$ cat config.mk
export PLATFORM = sky130hd
export DESIGN_NAME = block_buffer_cache_manager_flat
export DESIGN_NICKNAME = d
export VERILOG_FILES = /design/src/rtl/bbcm_pkg.sv /design/src/rtl/bbcm_req_if.sv /design/src/rtl/bbcm_rsp_if.sv /design/src/rtl/bbcm_ctrl.sv /design/src/rtl/bbcm_dp.sv /design/src/rtl/block_buffer_cache_manager.sv /design/src/flat_wrapper.sv
export VERILOG_INCLUDE_DIRS = /design/src /design/src/rtl
export SDC_FILE = /design/constraint.sdc
export NUM_CORES = 2
export LEC_CHECK = 0
export BUFFER_PORTS_ARGS = -buffer_cell sky130_fd_sc_hd__buf_2
export CORE_UTILIZATION = 61
export DETAILED_ROUTE_END_ITERATION = 8
export MAX_ROUTING_LAYER = met4
export PLACE_DENSITY = 0.75
export REMOVE_ABC_BUFFERS = 1
export SLEW_MARGIN = 5
export SYNTH_ARGS = -nofsm -noshare
export SYNTH_HDL_FRONTEND = slang
export SYNTH_SLANG_ARGS = --single-unit
$ cat constraint.sdc
create_clock -name clk -period 10.3 [get_ports clk]
set_input_delay 1.545 -clock clk [delete_from_list [all_inputs] [get_ports clk]]
set_output_delay 1.545 -clock clk [all_outputs]
set_load 0.01 [all_outputs]
$ cat src/rtl/assert_macros.svh
// Assertion macros of the buffer cache manager, used by its top-level RTL file.
// Depends on nothing; simulation builds get the checks, synthesis gets empty bodies.
`ifndef ASSERT_MACROS_SVH
`define ASSERT_MACROS_SVH
`ifndef SYNTHESIS
`define BBCM_ASSERT(label, clk, rst_n, prop) \
	label: assert property (@(posedge clk) disable iff (!rst_n) prop) \
		else $error("assertion failed");
`define BBCM_NEVER(label, clk, rst_n, cond) \
	label: assert property (@(posedge clk) disable iff (!rst_n) !(cond)) \
		else $error("forbidden condition seen");
`else
`define BBCM_ASSERT(label, clk, rst_n, prop)
`define BBCM_NEVER(label, clk, rst_n, cond)
`endif
`endif

$ cat src/rtl/bbcm_pkg.sv
// Types and codes of the block buffer cache manager.
// Depends on nothing; used by the interfaces and all modules.
package bbcm_pkg;
	typedef enum logic [1:0] {
		K_GET     = 2'd0,
		K_READ    = 2'd1,
		K_RELEASE = 2'd2,
		K_WRITE   = 2'd3
	} kind_t;

	typedef enum logic [1:0] {
		ST_OK   = 2'd0,
		ST_WAIT = 2'd1,
		ST_BAD  = 2'd2,
		ST_OVF  = 2'd3
	} status_t;

	typedef struct packed {
		logic [1:0]  kind;
		logic [7:0]  device;
		logic [31:0] block_number;
		logic [3:0]  buffer_index;
		logic        modified;
	} req_t;

	typedef struct packed {
		logic [1:0]  status;
		logic [3:0]  handle;
		logic        was_hit;
		logic        read_request;
		logic        write_request;
		logic [7:0]  request_device;
		logic [32:0] request_sector;
	} rsp_t;

	typedef struct packed {
		logic load;
		logic lookup;
		logic commit;
	} cmd_t;

	typedef enum logic [1:0] {
		S_IDLE,
		S_LOOK,
		S_COMMIT
	} state_t;
endpackage

$ cat src/rtl/bbcm_req_if.sv
// Request channel of the buffer cache manager.
// Depends on bbcm_pkg for the payload type.
interface bbcm_req_if;
	import bbcm_pkg::*;
	logic valid;
	logic ready;
	req_t data;
	modport source (output valid, output data, input ready);
	modport sink (input valid, input data, output ready);
endinterface

$ cat src/rtl/bbcm_rsp_if.sv
// Response channel of the buffer cache manager.
// Depends on bbcm_pkg for the payload type.
interface bbcm_rsp_if;
	import bbcm_pkg::*;
	logic valid;
	logic ready;
	rsp_t data;
	modport source (output valid, output data, input ready);
	modport sink (input valid, input data, output ready);
endinterface

$ cat src/rtl/bbcm_ctrl.sv
// Sequencer of the buffer cache manager: capture, tag lookup, commit.
// Depends on bbcm_pkg for the state and command types.
module bbcm_ctrl (
	input  logic          clk,
	input  logic          arst_n,
	input  logic          in_valid,
	output logic          in_ready,
	output logic          out_valid,
	input  logic          out_ready,
	output bbcm_pkg::cmd_t cmd
);
	import bbcm_pkg::*;

	state_t state_q, state_n;
	logic   out_valid_q;

	always_ff @(posedge clk or negedge arst_n) begin
		if (!arst_n) begin
			state_q <= S_IDLE;
			out_valid_q <= 1'b0;
		end else begin
			state_q <= state_n;
			if (cmd.commit) out_valid_q <= 1'b1;
			else if (out_ready) out_valid_q <= 1'b0;
		end
	end

	always_comb begin
		state_n = state_q;
		cmd = '0;
		in_ready = 1'b0;
		case (state_q)
			S_IDLE: begin
				in_ready = 1'b1;
				if (in_valid) begin
					cmd.load = 1'b1;
					state_n = S_LOOK;
				end
			end
			S_LOOK: begin
				cmd.lookup = 1'b1;
				state_n = S_COMMIT;
			end
			S_COMMIT: begin
				// The result register must be free before it is overwritten.
				if (!out_valid_q || out_ready) begin
					cmd.commit = 1'b1;
					state_n = S_IDLE;
				end
			end
			default: state_n = S_IDLE;
		endcase
	end

	assign out_valid = out_valid_q;
endmodule

$ cat src/rtl/bbcm_dp.sv
// Datapath of the buffer cache manager: tag store, counts, flags, free list, result register.
// Depends on bbcm_pkg; driven by commands from bbcm_ctrl.
module bbcm_dp #(
	parameter int NUM_BUFFERS = 16,
	parameter int SECTORS_PER_BLOCK = 2
) (
	input  logic           clk,
	input  logic           arst_n,
	input  bbcm_pkg::cmd_t cmd,
	input  bbcm_pkg::req_t in_data,
	output bbcm_pkg::rsp_t out_data
);
	import bbcm_pkg::*;

	localparam int IW = (NUM_BUFFERS > 1) ? $clog2(NUM_BUFFERS) : 1;
	localparam int CW = $clog2(NUM_BUFFERS + 1);

	logic [7:0]  tag_dev_q [NUM_BUFFERS];
	logic [31:0] tag_blk_q [NUM_BUFFERS];
	logic [7:0]  cnt_q [NUM_BUFFERS];
	logic [IW-1:0] fo_q [NUM_BUFFERS];
	logic [NUM_BUFFERS-1:0] dirty_q, valid_q, mapped_q;
	logic [CW-1:0] alloc_q, flen_q;

	req_t in_q;
	rsp_t rsp_q, rsp_n;
	logic hit_s1;
	logic [IW-1:0] hit_idx_s1;

	logic hit_c;
	logic [IW-1:0] hit_idx_c, hit_pos, tgt, remove_pos;
	logic do_new, do_inc, do_dec, do_read, do_write, push_en, remove_en;
	logic [7:0]  rq_dev;
	logic [31:0] rq_blk;

	// Parallel tag compare, lowest matching buffer wins.
	always_comb begin
		hit_c = 1'b0;
		hit_idx_c = '0;
		for (int i = NUM_BUFFERS - 1; i >= 0; i--) begin
			if (mapped_q[i] && tag_dev_q[i] == in_q.device && tag_blk_q[i] == in_q.block_number)
			begin
				hit_c = 1'b1;
				hit_idx_c = IW'(i);
			end
		end
	end

	// Position of the hit buffer in the free list.
	always_comb begin
		hit_pos = '0;
		for (int i = NUM_BUFFERS - 1; i >= 0; i--) begin
			if (i < int'(flen_q) && fo_q[i] == hit_idx_s1) hit_pos = IW'(i);
		end
	end

	always_comb begin
		rsp_n = '0;
		tgt = '0;
		do_new = 1'b0;
		do_inc = 1'b0;
		do_dec = 1'b0;
		do_read = 1'b0;
		do_write = 1'b0;
		push_en = 1'b0;
		remove_en = 1'b0;
		remove_pos = '0;
		rq_dev = '0;
		rq_blk = '0;
		if (in_q.kind == K_GET || in_q.kind == K_READ) begin
			if (hit_s1) begin
				tgt = hit_idx_s1;
				rsp_n.handle = 4'(hit_idx_s1);
				rsp_n.was_hit = 1'b1;
				if (cnt_q[tgt] == 8'hFF) begin
					rsp_n.status = ST_OVF;
				end else begin
					do_inc = 1'b1;
					if (cnt_q[tgt] == 8'd0) begin
						remove_en = 1'b1;
						remove_pos = hit_pos;
					end
					if (in_q.kind == K_READ && !valid_q[tgt]) do_read = 1'b1;
				end
			end else if (alloc_q < CW'(NUM_BUFFERS)) begin
				tgt = IW'(alloc_q);
				do_new = 1'b1;
			end else if (flen_q != '0) begin
				tgt = fo_q[0];
				do_new = 1'b1;
				remove_en = 1'b1;
			end else begin
				rsp_n.status = ST_WAIT;
			end
			if (do_new) begin
				rsp_n.handle = 4'(tgt);
				if (in_q.kind == K_READ) do_read = 1'b1;
			end
			if (do_read) begin
				rq_dev = do_new ? in_q.device : tag_dev_q[tgt];
				rq_blk = do_new ? in_q.block_number : tag_blk_q[tgt];
			end
		end else begin
			rsp_n.handle = in_q.buffer_index;
			tgt = IW'(in_q.buffer_index);
			if (32'(in_q.buffer_index) >= NUM_BUFFERS) begin
				rsp_n.status = ST_BAD;
			end else if (cnt_q[tgt] == 8'd0) begin
				rsp_n.status = ST_BAD;
			end else begin
				do_write = dirty_q[tgt] | in_q.modified;
				if (in_q.kind == K_RELEASE) begin
					do_dec = 1'b1;
					push_en = (cnt_q[tgt] == 8'd1) && (flen_q < CW'(NUM_BUFFERS));
				end
				if (do_write) begin
					rq_dev = tag_dev_q[tgt];
					rq_blk = tag_blk_q[tgt];
				end
			end
		end
		rsp_n.read_request = do_read;
		rsp_n.write_request = do_write;
		rsp_n.request_device = rq_dev;
		rsp_n.request_sector = 33'({1'b0, rq_blk} * 33'(SECTORS_PER_BLOCK));
	end

	// Payload registers: no reset needed.
	always_ff @(posedge clk) begin
		if (cmd.load) in_q <= in_data;
		if (cmd.lookup) begin
			hit_s1 <= hit_c;
			hit_idx_s1 <= hit_idx_c;
		end
		if (cmd.commit) begin
			rsp_q <= rsp_n;
			if (do_new) begin
				tag_dev_q[tgt] <= in_q.device;
				tag_blk_q[tgt] <= in_q.block_number;
			end
			if (remove_en) begin
				for (int i = 0; i < NUM_BUFFERS - 1; i++) begin
					if (IW'(i) >= remove_pos) fo_q[i] <= fo_q[i + 1];
				end
			end
			if (push_en) fo_q[IW'(flen_q)] <= tgt;
		end
	end

	always_ff @(posedge clk or negedge arst_n) begin
		if (!arst_n) begin
			for (int i = 0; i < NUM_BUFFERS; i++) cnt_q[i] <= '0;
			dirty_q <= '0;
			valid_q <= '0;
			mapped_q <= '0;
			alloc_q <= '0;
			flen_q <= '0;
		end else if (cmd.commit) begin
			if (do_new) begin
				mapped_q[tgt] <= 1'b1;
				valid_q[tgt] <= 1'b0;
				dirty_q[tgt] <= 1'b0;
				cnt_q[tgt] <= 8'd1;
				if (!remove_en) alloc_q <= alloc_q + 1'b1;
			end
			if (do_inc) cnt_q[tgt] <= cnt_q[tgt] + 8'd1;
			if (do_dec) cnt_q[tgt] <= cnt_q[tgt] - 8'd1;
			if (do_read || do_write) begin
				dirty_q[tgt] <= 1'b0;
				valid_q[tgt] <= 1'b1;
			end
			if (remove_en) flen_q <= flen_q - 1'b1;
			else if (push_en) flen_q <= flen_q + 1'b1;
		end
	end

	assign out_data = rsp_q;
endmodule

$ cat src/rtl/block_buffer_cache_manager.sv
// Block buffer cache manager: a pool of NUM_BUFFERS buffers with least recently released
// replacement. The accepting edge captures the request, the lookup state registers the
// parallel tag compare over all buffers, and the commit state updates the counts, flags and
// free list and loads the result register. The result is valid from then on, and the
// controller is back in idle, so the next request can be accepted; none is taken while one
// is in lookup or commit. A new request is taken while an earlier result still waits in the
// output register, but its commit stalls until that result has been taken. Release and write
// answer status bad for out-of-range handles or handles with a zero count; get or read
// answer overflow when the hit buffer's count is at its maximum, and wait when no buffer
// is free.
// Depends on bbcm_pkg, the channel interfaces, bbcm_ctrl and bbcm_dp.
`include "assert_macros.svh"
module block_buffer_cache_manager #(
	parameter int NUM_BUFFERS = 16,
	parameter int SECTORS_PER_BLOCK = 2
) (
	input logic      clk,
	input logic      arst_n,
	bbcm_req_if.sink req,
	bbcm_rsp_if.source rsp
);
	import bbcm_pkg::*;

	cmd_t cmd;

	bbcm_ctrl u_ctrl (
		.clk       (clk),
		.arst_n    (arst_n),
		.in_valid  (req.valid),
		.in_ready  (req.ready),
		.out_valid (rsp.valid),
		.out_ready (rsp.ready),
		.cmd       (cmd)
	);

	bbcm_dp #(
		.NUM_BUFFERS       (NUM_BUFFERS),
		.SECTORS_PER_BLOCK (SECTORS_PER_BLOCK)
	) u_dp (
		.clk      (clk),
		.arst_n   (arst_n),
		.cmd      (cmd),
		.in_data  (req.data),
		.out_data (rsp.data)
	);

	`BBCM_ASSERT(a_one_at_a_time, clk, arst_n, (req.valid && req.ready) |=> !req.ready)
	`BBCM_NEVER(a_single_request, clk, arst_n,
		rsp.valid && rsp.data.read_request && rsp.data.write_request)
	`BBCM_ASSERT(a_wait_quiet, clk, arst_n,
		(rsp.valid && rsp.data.status == ST_WAIT) |->
		(!rsp.data.was_hit && !rsp.data.read_request && !rsp.data.write_request))
endmodule

$ cat src/flat_wrapper.sv
// flat-port wrapper written by rule: the top's interface ports become plain ports
module block_buffer_cache_manager_flat import bbcm_pkg::*;
#(
	parameter int NUM_BUFFERS = 16,
	parameter int SECTORS_PER_BLOCK = 2
)
  (clk, arst_n, req_valid, req_data, req_ready, rsp_valid, rsp_data, rsp_ready);
  bbcm_req_if req_i ();
  bbcm_rsp_if rsp_i ();
  input logic clk;
  input logic arst_n;
  input wire logic [$bits(req_i.valid)-1:0] req_valid;
  input wire logic [$bits(req_i.data)-1:0] req_data;
  output wire logic [$bits(req_i.ready)-1:0] req_ready;
  output wire logic [$bits(rsp_i.valid)-1:0] rsp_valid;
  output wire logic [$bits(rsp_i.data)-1:0] rsp_data;
  input wire logic [$bits(rsp_i.ready)-1:0] rsp_ready;
  assign req_i.valid = req_valid;
  assign req_i.data = req_data;
  assign req_ready = req_i.ready;
  assign rsp_valid = rsp_i.valid;
  assign rsp_data = rsp_i.data;
  assign rsp_i.ready = rsp_ready;
  block_buffer_cache_manager #(.NUM_BUFFERS(NUM_BUFFERS), .SECTORS_PER_BLOCK(SECTORS_PER_BLOCK)) u_core (.clk(clk), .arst_n(arst_n), .req(req_i), .rsp(rsp_i));
endmodule
Yosys cells after proc, flatten, opt, wreduce, memory -nomap -nowiden. Memories as Yosys holds them, arrays and structs flattened. A register that Yosys moved wholly into a read port is not among the register bits. Cells that the tools add are included.

Reductions and logical operators: 73. Add/subtract/negate cells: 5. Bitwise gates (word level): 14. Order comparisons: 41. Multiplexer cells: 201. Eq/ne operators: 56.

Operators with widths (count): $mux W128 (5); $eq A32 B32 Y1 (16); $bwmux W128 (2); $mux W32 (5); $mux W4 (38); $eq A8 B8 Y1 (16); $and A112 B112 Y112 (1); $not A112 Y112 (1); $mux W1 (110); $bmux W8 S4 (3); $mux W16 (6); $mux W8 (12); $eq A4 B4 Y1 (16); $logic_and A1 B1 Y1 (52); $and A16 B16 Y16 (3); $or A16 B16 Y16 (3); $lt A4 B5 Y1 const A (8); $demux W8 S4 (1); $ge A4 B4 Y1 const A (7); $lt A3 B5 Y1 const A (4); $ge A3 B4 Y1 const A (4); $logic_not A8 Y1 (2); $not A16 Y16 (1); $ge A5 B5 Y1 const B (3); 38 further kinds (71).

Bits in registers: 290. Bits of input ports: 51. Logic and storage cells: 433. Output and inout port bits: 52. Memories kept: 3. Bits in writable memories: 704.

Memory list: u_core.u_dp.tag_blk_q (depth 16, bits a word 32, read ports 18, clocked after Yosys merged registers in 1, write ports 1, RTL line bbcm_dp.sv:19) `logic [31:0] tag_blk_q [NUM_BUFFERS];`; u_core.u_dp.tag_dev_q (depth 16, bits a word 8, read ports 18, clocked after Yosys merged registers in 1, write ports 1, RTL line bbcm_dp.sv:18) `logic [7:0] tag_dev_q [NUM_BUFFERS];`; u_core.u_dp.fo_q (depth 16, bits a word 4, read ports 16, clocked after Yosys merged registers in 0, write ports 15, RTL line bbcm_dp.sv:21) `logic [IW-1:0] fo_q [NUM_BUFFERS];`.

Longest topological paths before layout. An unclocked memory read counts as a cell.

Depth in word-level cells: 29. Depth in mapped cells: 19. Gate-level depth less buffers: 17.

Modules after synthesis. From an unflattened synthesis, not the netlist that was laid out.

Cell total of the unflattened synthesis: 5038. Area total of the unflattened synthesis: 56755.7 um^2.

By module, submodules not included: bbcm_dp (area an instance 56623.1 um^2, times used 1, cells an instance 5026); bbcm_ctrl (area an instance 132.6 um^2, times used 1, cells an instance 12).

Worst setup path before layout. Ideal clock, no wire load.

Path type: register -> register. From: register u_core.u_dp.flen_q[1]. To: memory u_core.u_dp.tag_blk_q[4][0], enable pin. Buffers on the path: 6. Setup time: 394 ps. Data required time: 9906 ps. Path slack: 5490 ps. Data arrival time: 4416 ps. Cell stages (with the launch flop): 16. Period minus slack after synthesis: 4810 ps. Path through: dfrtp_1 inv_1 ha_1 or4b_1 buf_2 a32o_1 a21oi_4 buf_2 buf_4 buf_2 buf_2 buf_1 nand2_1 nor2_1 nand2_1 inv_1.

Longest elaborated chain between the ends: 9. Elaborated cells between the ends (all ways): 14. Classes of those cells: mux (13); reduce/logical (1).

Ends and longest elaborated chain: from (decl) (RTL line bbcm_dp.sv:23) `logic [CW-1:0] alloc_q, flen_q;`; from (signal assigned) (RTL line bbcm_dp.sv:172) `if (remove_en) flen_q <= flen_q - 1'b1;`; from (signal assigned) (RTL line bbcm_dp.sv:173) `else if (push_en) flen_q <= flen_q + 1'b1;`; $reduce_bool A5 Y1 (*) (RTL line bbcm_dp.sv:88) `end else if (flen_q != '0) begin`; $mux W1 (RTL line bbcm_dp.sv:88); $mux W1 (RTL line bbcm_dp.sv:85) `end else if (alloc_q < CW'(NUM_BUFFERS)) begin`; $mux W1 (RTL line bbcm_dp.sv:71) `if (hit_s1) begin`; $mux W1 (2 in series) (RTL line bbcm_dp.sv:70) `if (in_q.kind == K_GET || in_q.kind == K_READ) begin`; $mux W1 (RTL line bbcm_dp.sv:137) `if (do_new) begin`; $mux W1 (RTL line bbcm_dp.sv:135) `if (cmd.commit) begin`; $mux W1 (not written as such) (RTL line bbcm_dp.sv:139) `tag_blk_q[tgt] <= in_q.block_number;`; to (decl) (RTL line bbcm_dp.sv:19).

Every way passes the cells marked *; elsewhere a longest branch is shown, timed or not. The select of a mux whose other input is x is not followed.

Worst setup path in the final report.
From: register u_core.u_dp.flen_q[1]. To: register u_core.u_dp.cnt_q[12] (netlist name).

Longest elaborated chain between the ends: 20. Elaborated cells between the ends (all ways): 31. Classes of those cells: add/sub (2); order compare (2); mux (22); bitwise (3); reduce/logical (2).

Ends and longest elaborated chain: $reduce_bool A5 Y1 (*) (RTL line bbcm_dp.sv:88); branches (longest 18 deep; another with $add A8 B1 Y8); $mux W128 (*) (RTL line bbcm_dp.sv:167) `if (do_dec) cnt_q[tgt] <= cnt_q[tgt] - 8'd1;`; to (signal, indexed assignment) (RTL line bbcm_dp.sv:166) `if (do_inc) cnt_q[tgt] <= cnt_q[tgt] + 8'd1;`; to (signal, indexed assignment) (RTL line bbcm_dp.sv:167); to (decl) (RTL line bbcm_dp.sv:20) `logic [7:0] cnt_q [NUM_BUFFERS];`.

Every way passes the cells marked *. The select of a mux whose other input is x is not followed. A chain may end at the register's enable or synchronous reset.

==> flow_metrics.tcl <==
set metrics [dict create \
    yosysWarnings 0 \
    crit_start "u_core.u_dp.flen_q[1]$_DFFE_PN0P_" \
    power_density_nw_per_um2 228 \
    synth.top_cell.area_share_pct 42.5 \
    drv_slew 0 \
    async_flop_share_pct 18.9 \
    crit_type "reg -> reg" \
    vias_per_cell 7.45 \
    num_vias 46900 \
    seq_area_um2 29000 \
    syn_area_um2 56900 \
    synth_edf_count 805 \
    drtIter0Drc 9265 \
    rrSetupSlack_ps 3210 \
    cts_tree "done" \
    start_kind "register" \
    final_antenna_net_count 0 \
    setup-violations-final 0 \
    reg2reg_to "u_core.u_dp.cnt_q[12]$_DFFE_PN0P_" \
    cts_root_buf "clkbuf_16" \
    drive_gt1_share_pct 15.0 \
    seq_area_frac_synth_pct 50.9 \
    fin_crit_ps 7090 \
    yosysTopAreaCell "edfxtp_1" \
    synth_flop_cell "edfxtp_1" \
    post-place-cells 6079 \
    fillerInstances 6724 \
    multi_input_area_um2 26400 \
    grt_usage_pct 52.4 \
    fin_crit_sh_pct 68.9 \
    antenna_found_initial 20 \
    slew_headroom_pct 7.67 \
    pre_cts_ws_ps 3410 \
    hold_end "u_core.u_dp.dirty_q[9]$_DFFE_PN0P_" \
    crit_required_ps 10930 \
    syn2layout_area_growth_pct 9.45 \
    hp-start "u_core.u_dp.dirty_q[9]$_DFFE_PN0P_" \
    clkTransAtPathRegs_ps 70 \
    yosys-top-cells-area "edfxtp_1 42%, mux4_2 10%, dfrtp_1 8.3%" \
    wl_mm 240 \
    clk_latency_ps 750 \
    setup_slack_ps 3210 \
    nets 5004 \
    fin_skew_ps 60.3 \
    row_count 111 \
    synth_seq_cells 998 \
    place_congestion 1.12 \
    p_leak_uw 0.0216 \
    synth_cells 4985 \
    clkSinkCount 998 \
    post_cts_buffers 0 \
    rr_startpoint "u_core.u_dp.flen_q[1]$_DFFE_PN0P_" \
    fmax_mhz 141 \
    max_cap_viol_count 0 \
    cp.arrival_ps 7730 \
    cts_buffer_depth 3 \
    io_pins 103 \
    start_util_pct 61.8 \
    grt_max_degree 182 \
    ctsHoldBuffers 0 \
    tightest_slew_ps 1380 \
    whs_ps 487 \
    core_area_um2 92100 \
    hold_depth 1 \
    cp_max_fo 50 \
    p_total_uw 14200 \
    fin_setup_tns_ps 0 \
    worstSetupEndpointType "register" \
    drc 0 \
    rsz0062_at_grt "no" \
    layoutNonFillerInstCount 6295 \
    dieArea_um2 94600 \
    hold_class "reg -> reg" \
    syn_avg_cell_area_um2 11.4 \
    wl_per_cell_um 38.1 \
    cts_resized 0 \
    die_w_um 307 \
    dp_hpwl_mm 162 \
    die_h_um 307 \
    first_pass_iters 7 \
    outcome "complete, no violations" \
    numCtsBuffers 107 \
    grt_first_pass_wirelength_mm 333 \
    cts_max_level 3 \
    grt_pass1_vias 43000 \
    overflow 0 \
    reg2reg_depth 16 \
    hold_violations 0 \
    portBuffers 101 \
    synth.distinct_cells 86 \
    ir_drop_mv 0.196 \
]
[cell families after synthesis]
group	count (synthesis)	share of synthesized area, %
AO/OA/AOI/OAI	754	9.40
other	1	0.00659
adder cells (fa/ha/maj)	8	0.176
multiplexers	326	11.6
XOR/XNOR	706	10.9
flip-flops	998	50.9
AND/OR/NAND/NOR	1755	14.1
buffers and inverters	437	2.94
[synth_stat cells (18+ instances only)]
cell type / count
a311oi_1: 124
nor2_1: 153
o22ai_1: 28
xor2_1: 317
o21ai_0: 82
buf_1: 36
edfxtp_1: 805
inv_1: 61
mux4_2: 260
dfrtp_1: 189
a21oi_1: 170
nand2_1: 935
clkbuf_1: 319
nand4_1: 107
a211oi_1: 63
o221ai_1: 51
and3_1: 84
nand3_1: 222
nor3_1: 56
nor4_1: 114
a22o_1: 37
a31oi_1: 52
xnor2_1: 385
mux2_2: 50
o2bb2ai_1: 41
a221oi_1: 18
nand2b_1: 27
[per-stage QoR]
stage	area [µm²]	utilization (%)
floorplan	55500	-
global route	62300	67.7
CTS	62200	67.6
finish	62300	67.7
detailed placement	58700	63.7
global placement	58700	63.7
[routing by layer]
| metal | vias to the layer above | global-route usage (%) | share of wire (%) |
|---|---|---|---|
| met1 | 22800 | 63.1 | 33 |
| met3 | 1044 | 15.2 | 14 |
| li1 | 18600 | - | - |
| met5 | - | - | 0 |
| met4 | 0 | 41.8 | 10 |
| met2 | 4478 | 73.7 | 43 |
[cell type report]
class / instances / area share, %
inverter: 65 / 0.402
timing repair buffer: 223 / 2.40
sequential: 998 / 46.5
antenna: 21 / 0.0843
clock buffer: 143 / 4.74
clock inverter: 52 / 1.00
multi-input combinational: 3550 / 42.3
tap: 1243 / 2.50
[cells in the final DEF (no fill, tap or decap), types with 100 or more instances in the layout]
cell type,netlist,final
nand2_1,935,934
edfxtp_1,805,805
xnor2_1,385,385
xor2_1,317,316
mux4_2,260,260
nand3_1,222,222
dfrtp_1,189,189
a21oi_1,170,167
nor2_1,153,152
a311oi_1,124,124
buf_4,2,117
nor4_1,114,113
clkbuf_16,0,109
nand4_1,107,107
buf_2,14,100
[critical path, cell delays in order (launching register included)]
cell and delay, ps:
dfrtp_1 480, inv_1 160, ha_1 260, or4b_1 610
a311o_2 710, mux2i_4 230, buf_4 470, inv_2 560
a221oi_1 410, a211oi_1 140, nor4_4 640, ha_1 310
inv_1 70, or3_1 420, xnor2_1 870, a21oi_1 310
o31ai_1 280
[power breakdown]
part           internal [µW]  switching (µW)
Combinational           1620            3310
Sequential              4770             524
Clock                   2290            1720
[state kept, by name, summed over array words and instances (netlist names), named ones only]
signal,flops
u_core.u_ctrl.out_valid,1
u_core.u_ctrl.state_q,2
u_core.u_dp.alloc_q,5
u_core.u_dp.cnt_q,128
u_core.u_dp.dirty_q,16
u_core.u_dp.flen_q,5
u_core.u_dp.fo_q,64
u_core.u_dp.hit_idx_s1,4
u_core.u_dp.hit_s1,1
u_core.u_dp.in_q,47
u_core.u_dp.mapped_q,16
u_core.u_dp.out_data,49
u_core.u_dp.tag_blk_q,512
u_core.u_dp.tag_dev_q,128
u_core.u_dp.valid_q,16
[how the worst max path moves through the flow]
stage / endpoint
after global placement: u_core.u_dp.cnt_q[84]$_DFFE_PN0P_
after CTS: u_core.u_dp.cnt_q[124]$_DFFE_PN0P_
after detailed placement: u_core.u_dp.cnt_q[124]$_DFFE_PN0P_
after floorplan: u_core.u_dp.out_data[11]$_DFFE_PP_
final: u_core.u_dp.cnt_q[12]$_DFFE_PN0P_
after global routing: u_core.u_dp.cnt_q[84]$_DFFE_PN0P_
Power figures use the tool's default switching activity.
